File: src/hdl/tpjd_pkg.sv
package tpjd_pkg;

  localparam int DEPTH = 16;
  localparam int IDX_W = (DEPTH > 1) ? $clog2(DEPTH) : 1;
  localparam int CNT_W = $clog2(DEPTH + 1);

  localparam int ID_W   = 16;
  localparam int PAGE_W = 16;
  localparam int PRIO_W = 8;
  localparam int REQ_W  = 2;
  localparam int STAT_W = 2;
  localparam int JOB_W  = ID_W + PAGE_W + PRIO_W;

  localparam logic [PRIO_W-1:0] THRESHOLD_RESET = 8'd5;

  localparam logic [REQ_W-1:0] REQ_ADD    = 2'd0;
  localparam logic [REQ_W-1:0] REQ_TAKE   = 2'd1;
  localparam logic [REQ_W-1:0] REQ_CANCEL = 2'd2;

  localparam logic [STAT_W-1:0] ST_OK        = 2'd0;
  localparam logic [STAT_W-1:0] ST_EMPTY     = 2'd1;
  localparam logic [STAT_W-1:0] ST_FULL      = 2'd2;
  localparam logic [STAT_W-1:0] ST_NOT_FOUND = 2'd3;

  typedef struct packed {
    logic [ID_W-1:0]   id;
    logic [PAGE_W-1:0] pages;
    logic [PRIO_W-1:0] prio;
  } job_t;

endpackage

File: src/hdl/threshold_priority_job_deque_top.sv
// channel   direction  handshake             payload
// in        input      in_valid / in_ready   req_type, job_id, page_count, priority_req
// out       output     out_valid / out_ready status, taken_id, taken_pages, taken_priority,
//                                             occupancy
// cfg       input      cfg_valid / cfg_ready cfg_data (threshold)
//
// add and unused codes: execute state, then finish state, which fills the output register.
// take: execute, take, then finish state; an empty queue goes from execute to finish.
// cancel: execute, scan state stepping through every stored job, then finish; one stored job per cycle
// through the ring memory (one read and one write port, registered read).
// in_ready is low while a request is in progress; a finished result waits in the output
// register, the next item may be accepted meanwhile and its result waits until that clears.
// rst is synchronous: empty queue, head at slot 0, threshold 5, no clearing pass.
module threshold_priority_job_deque_top
  import tpjd_pkg::*;
(
  input  logic              clk,
  input  logic              rst,
  input  logic              in_valid,
  output logic              in_ready,
  input  logic [REQ_W-1:0]  req_type,
  input  logic [ID_W-1:0]   job_id,
  input  logic [PAGE_W-1:0] page_count,
  input  logic [PRIO_W-1:0] priority_req,
  output logic              out_valid,
  input  logic              out_ready,
  output logic [STAT_W-1:0] status,
  output logic [ID_W-1:0]   taken_id,
  output logic [PAGE_W-1:0] taken_pages,
  output logic [PRIO_W-1:0] taken_priority,
  output logic [CNT_W-1:0]  occupancy,
  input  logic              cfg_valid,
  output logic              cfg_ready,
  input  logic [PRIO_W-1:0] cfg_data
);

  localparam logic [2:0] S_IDLE = 3'd0;
  localparam logic [2:0] S_EXEC = 3'd1;
  localparam logic [2:0] S_TAKE = 3'd2;
  localparam logic [2:0] S_SCAN = 3'd3;
  localparam logic [2:0] S_FIN  = 3'd4;

  localparam logic [IDX_W:0] DEPTH_X = (IDX_W + 1)'(DEPTH);
  localparam logic [CNT_W-1:0] DEPTH_C = CNT_W'(DEPTH);
  localparam logic [IDX_W-1:0] DEPTH_M1 = IDX_W'(DEPTH - 1);

  logic [2:0]        state;
  logic [IDX_W-1:0]  head_index;
  logic [CNT_W-1:0]  job_count;
  logic [PRIO_W-1:0] threshold;
  logic [CNT_W-1:0]  rd_pos;
  logic [CNT_W-1:0]  wr_pos;
  logic [REQ_W-1:0]  req;
  job_t              req_job;
  logic [STAT_W-1:0] res_status;
  job_t              res_job;

  job_t              mem [DEPTH];
  job_t              rd_data;

  logic              mem_re;
  logic              mem_we;
  logic [IDX_W-1:0]  rd_off;
  logic [IDX_W-1:0]  wr_off;
  logic [IDX_W-1:0]  rd_slot;
  logic [IDX_W-1:0]  wr_slot;
  logic [CNT_W-1:0]  rd_pos_next;
  logic [CNT_W-1:0]  wr_pos_next;
  logic              keep;

  function automatic logic [IDX_W-1:0] ring_add(input logic [IDX_W-1:0] base,
                                                input logic [IDX_W-1:0] off);
    logic [IDX_W:0] sum;
    sum = {1'b0, base} + {1'b0, off};
    if (sum >= DEPTH_X) begin
      sum = sum - DEPTH_X;
    end
    return sum[IDX_W-1:0];
  endfunction

  assign in_ready  = (state == S_IDLE);
  assign cfg_ready = 1'b1;

  assign keep        = (rd_data.id != req_job.id);
  assign rd_pos_next = rd_pos + CNT_W'(1);
  assign wr_pos_next = keep ? wr_pos + CNT_W'(1) : wr_pos;
  assign rd_slot     = ring_add(head_index, rd_off);
  assign wr_slot     = ring_add(head_index, wr_off);

  always_comb begin
    mem_re = 1'b0;
    mem_we = 1'b0;
    rd_off = '0;
    wr_off = '0;
    unique case (state)
      S_EXEC: begin
        if (req == REQ_ADD && job_count != DEPTH_C) begin
          mem_we = 1'b1;
          wr_off = (req_job.prio < threshold) ? job_count[IDX_W-1:0] : DEPTH_M1;
        end
        if ((req == REQ_TAKE || req == REQ_CANCEL) && job_count != '0) begin
          mem_re = 1'b1;
        end
      end
      S_TAKE: begin
        wr_off = IDX_W'(1);
      end
      S_SCAN: begin
        mem_we = keep;
        wr_off = wr_pos[IDX_W-1:0];
        mem_re = (rd_pos_next < job_count);
        rd_off = rd_pos_next[IDX_W-1:0];
      end
      default: begin
      end
    endcase
  end

  always_ff @(posedge clk) begin
    if (mem_re) begin
      rd_data <= mem[rd_slot];
    end
    if (mem_we) begin
      mem[wr_slot] <= (state == S_SCAN) ? rd_data : req_job;
    end
  end

  always_ff @(posedge clk) begin
    if (rst) begin
      state      <= S_IDLE;
      head_index <= '0;
      job_count  <= '0;
      threshold  <= THRESHOLD_RESET;
      out_valid  <= 1'b0;
    end else begin
      if (cfg_valid) begin
        threshold <= cfg_data;
      end
      if (out_valid && out_ready && state != S_FIN) begin
        out_valid <= 1'b0;
      end
      unique case (state)
        S_IDLE: begin
          if (in_valid) begin
            req           <= req_type;
            req_job.id    <= job_id;
            req_job.pages <= page_count;
            req_job.prio  <= priority_req;
            state         <= S_EXEC;
          end
        end
        S_EXEC: begin
          res_job <= '0;
          rd_pos  <= '0;
          wr_pos  <= '0;
          unique case (req)
            REQ_ADD: begin
              state <= S_FIN;
              if (job_count == DEPTH_C) begin
                res_status <= ST_FULL;
              end else begin
                res_status <= ST_OK;
                job_count  <= job_count + CNT_W'(1);
                if (req_job.prio >= threshold) begin
                  head_index <= wr_slot;
                end
              end
            end
            REQ_TAKE: begin
              if (job_count == '0) begin
                res_status <= ST_EMPTY;
                state      <= S_FIN;
              end else begin
                res_status <= ST_OK;
                state      <= S_TAKE;
              end
            end
            REQ_CANCEL: begin
              if (job_count == '0) begin
                res_status <= ST_EMPTY;
                state      <= S_FIN;
              end else begin
                res_status <= ST_OK;
                state      <= S_SCAN;
              end
            end
            default: begin
              res_status <= ST_OK;
              state      <= S_FIN;
            end
          endcase
        end
        S_TAKE: begin
          res_job    <= rd_data;
          head_index <= wr_slot;
          job_count  <= job_count - CNT_W'(1);
          state      <= S_FIN;
        end
        S_SCAN: begin
          rd_pos <= rd_pos_next;
          wr_pos <= wr_pos_next;
          if (rd_pos_next >= job_count) begin
            job_count  <= wr_pos_next;
            res_status <= (wr_pos_next == job_count) ? ST_NOT_FOUND : ST_OK;
            state      <= S_FIN;
          end
        end
        S_FIN: begin
          if (!out_valid || out_ready) begin
            out_valid      <= 1'b1;
            status         <= res_status;
            taken_id       <= res_job.id;
            taken_pages    <= res_job.pages;
            taken_priority <= res_job.prio;
            occupancy      <= job_count;
            state          <= S_IDLE;
          end
        end
        default: begin
          state <= S_IDLE;
        end
      endcase
    end
  end

endmodule

File: config.mk
export PLATFORM = sky130hd
export DESIGN_NAME = threshold_priority_job_deque_top
export DESIGN_NICKNAME = d
export VERILOG_FILES = /design/src/hdl/tpjd_pkg.sv /design/src/hdl/threshold_priority_job_deque_top.sv
export SDC_FILE = /design/constraint.sdc
export NUM_CORES = 1
export LEC_CHECK = 0
export ABC_CLOCK_PERIOD_IN_PS = 15570
export BUFFER_PORTS_ARGS = -buffer_cell sky130_fd_sc_hd__buf_2
export CAP_MARGIN = 40
export CORE_ASPECT_RATIO = 0.8
export CORE_MARGIN = 3
export CORE_UTILIZATION = 45
export CTS_CLUSTER_SIZE = 25
export DETAILED_ROUTE_END_ITERATION = 8
export PLACE_DENSITY = 0.59
export SYNTH_ARGS = -nofsm -noshare
export SYNTH_HDL_FRONTEND = slang
export SYNTH_SLANG_ARGS = --single-unit
export TNS_END_PERCENT = 50
File: constraint.sdc
create_clock -name clk -period 15.57 [get_ports clk]
set_input_delay 0.7785 -clock clk [delete_from_list [all_inputs] [get_ports clk]]
set_output_delay 0.7785 -clock clk [all_outputs]
set_load 0.05 [all_outputs]
==> summary.md <==
| Metric | Value |
|---|---|
| Run status | completed |
| Flop pwr share | between 50% and 60% |
| Die Wd | between 300 and 400 µm |
| Final routed DRC violation total | 0 |
| Initial antenna violation count | 1 |
| Yosys warns | 0 |
| Post-CTS setup buffers | 0 |
| EDFF count, synth | 821 |
| Sinks on Clock Net | between 800 and 900 |
| Share of layout cells above drive strength 1 | around 28% |
| Asr flop ratio synth | 0% |
| Largest family of logic cells by synthesized area | multiplexers |
| GRT Residual Overflow | 0 |
| Total iterations of the first detailed-routing run | 5 |
| Sequential-to-total area share from yosys stat | 77.0% |
| VDD IR max | ~0.000075 V |
| Top delay family on crit path | buffers and inverters |
| Met3 WL | around 4000 µm |
| Register Area | roughly 0.025 mm² |
| Global-route wire length before repair | between 100000 and 150000 µm |
| Drt total wl | 73000 µm |
| Via count | 15500 |
| Number of global-route vias before repair | between 15000 and 20000 |
| Syn Std Cell Area | around 0.033 mm² |
| Synthesized-area fraction occupied by adder cells | ~1.3% |
| Leakage power | about 12 nW |
| Clk Tree Root Cell | clkbuf_16 |
| Fmax achieved | 197 MHz |
| Max layer used | met4 |
| CP required | 15.93 ns |
| Worst Tran Pin Value | 0.912 ns |
| Seq cells post-synth | 842 |
| Worst-path fanout max | 54 |
| Overall die height | roughly 250 µm |
| Post-route ant nets | 0 |
| WP data arrival | approximately 5.5 ns |
| Fin Setup TNS | 0 ns |
| Port buffer count | just over 100 |
| Placer Congestion | 0.781 |
| Total Routing Usage GR | 19.7% |
| Count of mapped cells out of synthesis | 1558 |
| Normalized max-slew margin | between 30% and 40% |
| Synth cell types | between 50 and 60 |
| Switching Share | between 10% and 20% |
| P&R area growth vs syn | 14.8% |
| Hold buffer count at CTS | 0 |
| Worst hold slack | around 0.32 ns |
| Metal2 WL | approximately 34000 µm |
| Setup violations, final | 0 |
| Multi-input logic area | 0.00729 mm² |
| Clock Power Share | a little over two fifths |
| CP max stage cell | fa_4 |
| Core Util, Final | between 50% and 60% |
| Num CTS Buffers | slightly above 80 |
| Worst slack at placement | 10.46 ns |
| Power Density | about 120 mW/mm² |
| Max-cap violations | 0 |
| CTS tree | yes |
| Die Area | about 0.076 mm² |
| Period minus WS final | 5.08 ns |
| N_diodes | 0 |
| Clock skew | roughly 0.029 ns |
| Critical Path Sink Type | flop |
| DP HPWL | around 39000 µm |
| Internal power | 3.60 mW |
| Period utilization | between 30% and 40% |
| Combinational Power Share | ~2.2% |
| Vias per inst | roughly 5.7 |
| Io pins | 105 |
| Initial DRC Count | between 1000 and 1500 |
| Final hold vios | 0 |
| Compound-Gate Fraction of Synth Area | 1.49% |
| # nets final | ~1800 |
| Num rows | between 80 and 90 |
| RSZ-0062 raised after global routing | no |
| H-tree depth | 3 |
| Post-synthesis xor/xnor area fraction | under 10% |
| Flop-to-flop setup slack | approximately 10 ns |
| Startpoint class of the critical path | flop |
| Slew Viols, Final | 0 |
| Sw power | between 0.8 and 0.9 mW |
| WP buf/inv | 3 |
| Critical path's largest stage delay | approximately 1.1 ns |
| Sequence of cells on the critical path | nand3b_1, nor2_1, ha_4, inv_1, fa_4, buf_4, buf_4, mux4_2, mux4_2 |
| Post-CTS sizing | 0 |
| Dominant register cell in the synthesized netlist | edfxtp_1 |
| Initial Utilization | 45.8% |
| Post-DR wirelength/cell | 26.8 µm |
| CORE AREA | 0.0711 mm² |
| Critical path class | reg2reg |
| Worst-path clk slew | 0.06 ns |
| Met1 WL | 33400 µm |
| Synth Area in Simple Gates | about 3.9% |
| Worst setup margin | ~10 ns |
| Mux cell area share after synthesis | 14.2% |
| Maximum clock insertion buffer count | 3 |
| Synth Net Count | roughly 1600 |
| Clock Latency Late Sink | 0.63 ns |
| Hold Crit Class | in2reg |
| Number of fill cells | around 5500 |
| Largest net degree at the start of global routing | between 50 and 60 |
| Syn_area_per_cell | between 20 and 25 µm² |
[metal layers]
layer,vias up,track usage (%)
met4,0,4.94
li1,6632,-
met5,-,0
met1,8333,29.2
met2,433,30.8
met3,109,3.16
[cells in the final DEF (no fill, tap or decap), types with 14 or more instances in the layout]
cell type	synthesis	final
o21ai_0	14	14
buf_2	16	103
clkbuf_16	0	83
nor2_1	41	28
and2_1	45	45
nand2_1	139	139
mux4_2	200	200
dfxtp_1	21	21
edfxtp_1	821	821
buf_4	1	36
clkinv_1	1	16
xnor2_1	28	26
clkbuf_1	49	21
ha_1	28	27
inv_1	25	25
a21oi_1	16	16
[Yosys cell counts, types with 5 or more instances]
master	count	area, µm²
nor2b_1	5	31.3
dfxtp_1	21	420
a21oi_1	16	80.1
a21o_1	8	60.1
nand2_1	139	522
and2_1	45	282
o21ai_1	6	30.0
nor3_1	9	45.0
buf_2	16	80.1
xnor2_1	28	245
ha_1	28	350
clkbuf_1	49	184
nand2b_1	6	37.5
mux4_2	200	4500
edfxtp_1	821	24700
nor2_1	41	154
nand4_1	5	31.3
xor2_1	7	61.3
mux2i_1	11	110
inv_1	25	93.8
nand3_1	7	35.0
o21ai_0	14	70.1
or3_1	5	31.3
[per-stage QoR]
step | instances | power (mW) | area, µm²
after global routing | 2722 | 4.63 | 37400
after detailed placement | 2581 | 2.66 | 34900
after CTS | 2721 | 4.53 | 37400
final | 2722 | 4.48 | 37400
after floorplan | 1558 | 2.61 | 32600
after global placement | 2563 | 2.65 | 34400
[final timing paths]
path,cells past startpoint,endpoint,from
max,9,rd_data[11]$_DFFE_PP_,state[0]$_SDFFE_PP0P_
max reg2reg,9,rd_data[11]$_DFFE_PP_,state[0]$_SDFFE_PP0P_
min,1,req_job[32]$_DFFE_PP_,job_id[8]
min reg2reg,0,taken_priority[2]$_DFFE_PP_,res_job[2]$_SDFFCE_PN0P_
[sequential cells by signal, summed over array words and instances (netlist names)]
name / flops
taken_priority: 8
state: 3
rd_pos: 5
res_job: 40
occupancy: 5
wr_pos: 5
req_job: 40
mem: 640
rd_data: 40
status: 2
head_index: 4
job_count: 5
res_status: 2
out_valid: 1
threshold: 8
taken_id: 16
taken_pages: 16
req: 2
[logic make-up (layout without fill, tap and decap cells)]
group / count (synthesis) / count (layout)
other cells: 1 / 1
buf+inv: 94 / 324
simple gates: 272 / 272
mux: 211 / 211
flops: 842 / 842
xor+xnor: 37 / 37
fa+ha+maj: 31 / 31
compound gates: 70 / 70
[cell type report]
cell class	instances	area share, %
Tap cell	934	3.13
Clock inverter	33	0.794
Clock buffer	107	5.88
Inverter	26	0.261
Sequential cell	842	67.1
Timing Repair Buffer	158	3.32
Multi-Input combinational cell	622	19.5
[power groups by stage]
stage	logic, mW	registers (mW)	clock network [mW]
global placement	0.0958	2.56	0
floorplan	0.0575	2.56	0
CTS	0.101	2.51	1.92
global route	0.109	2.51	2.02
detailed placement	0.100	2.56	0
finish	0.0985	2.51	1.88
Power figures use the tool's default switching activity.
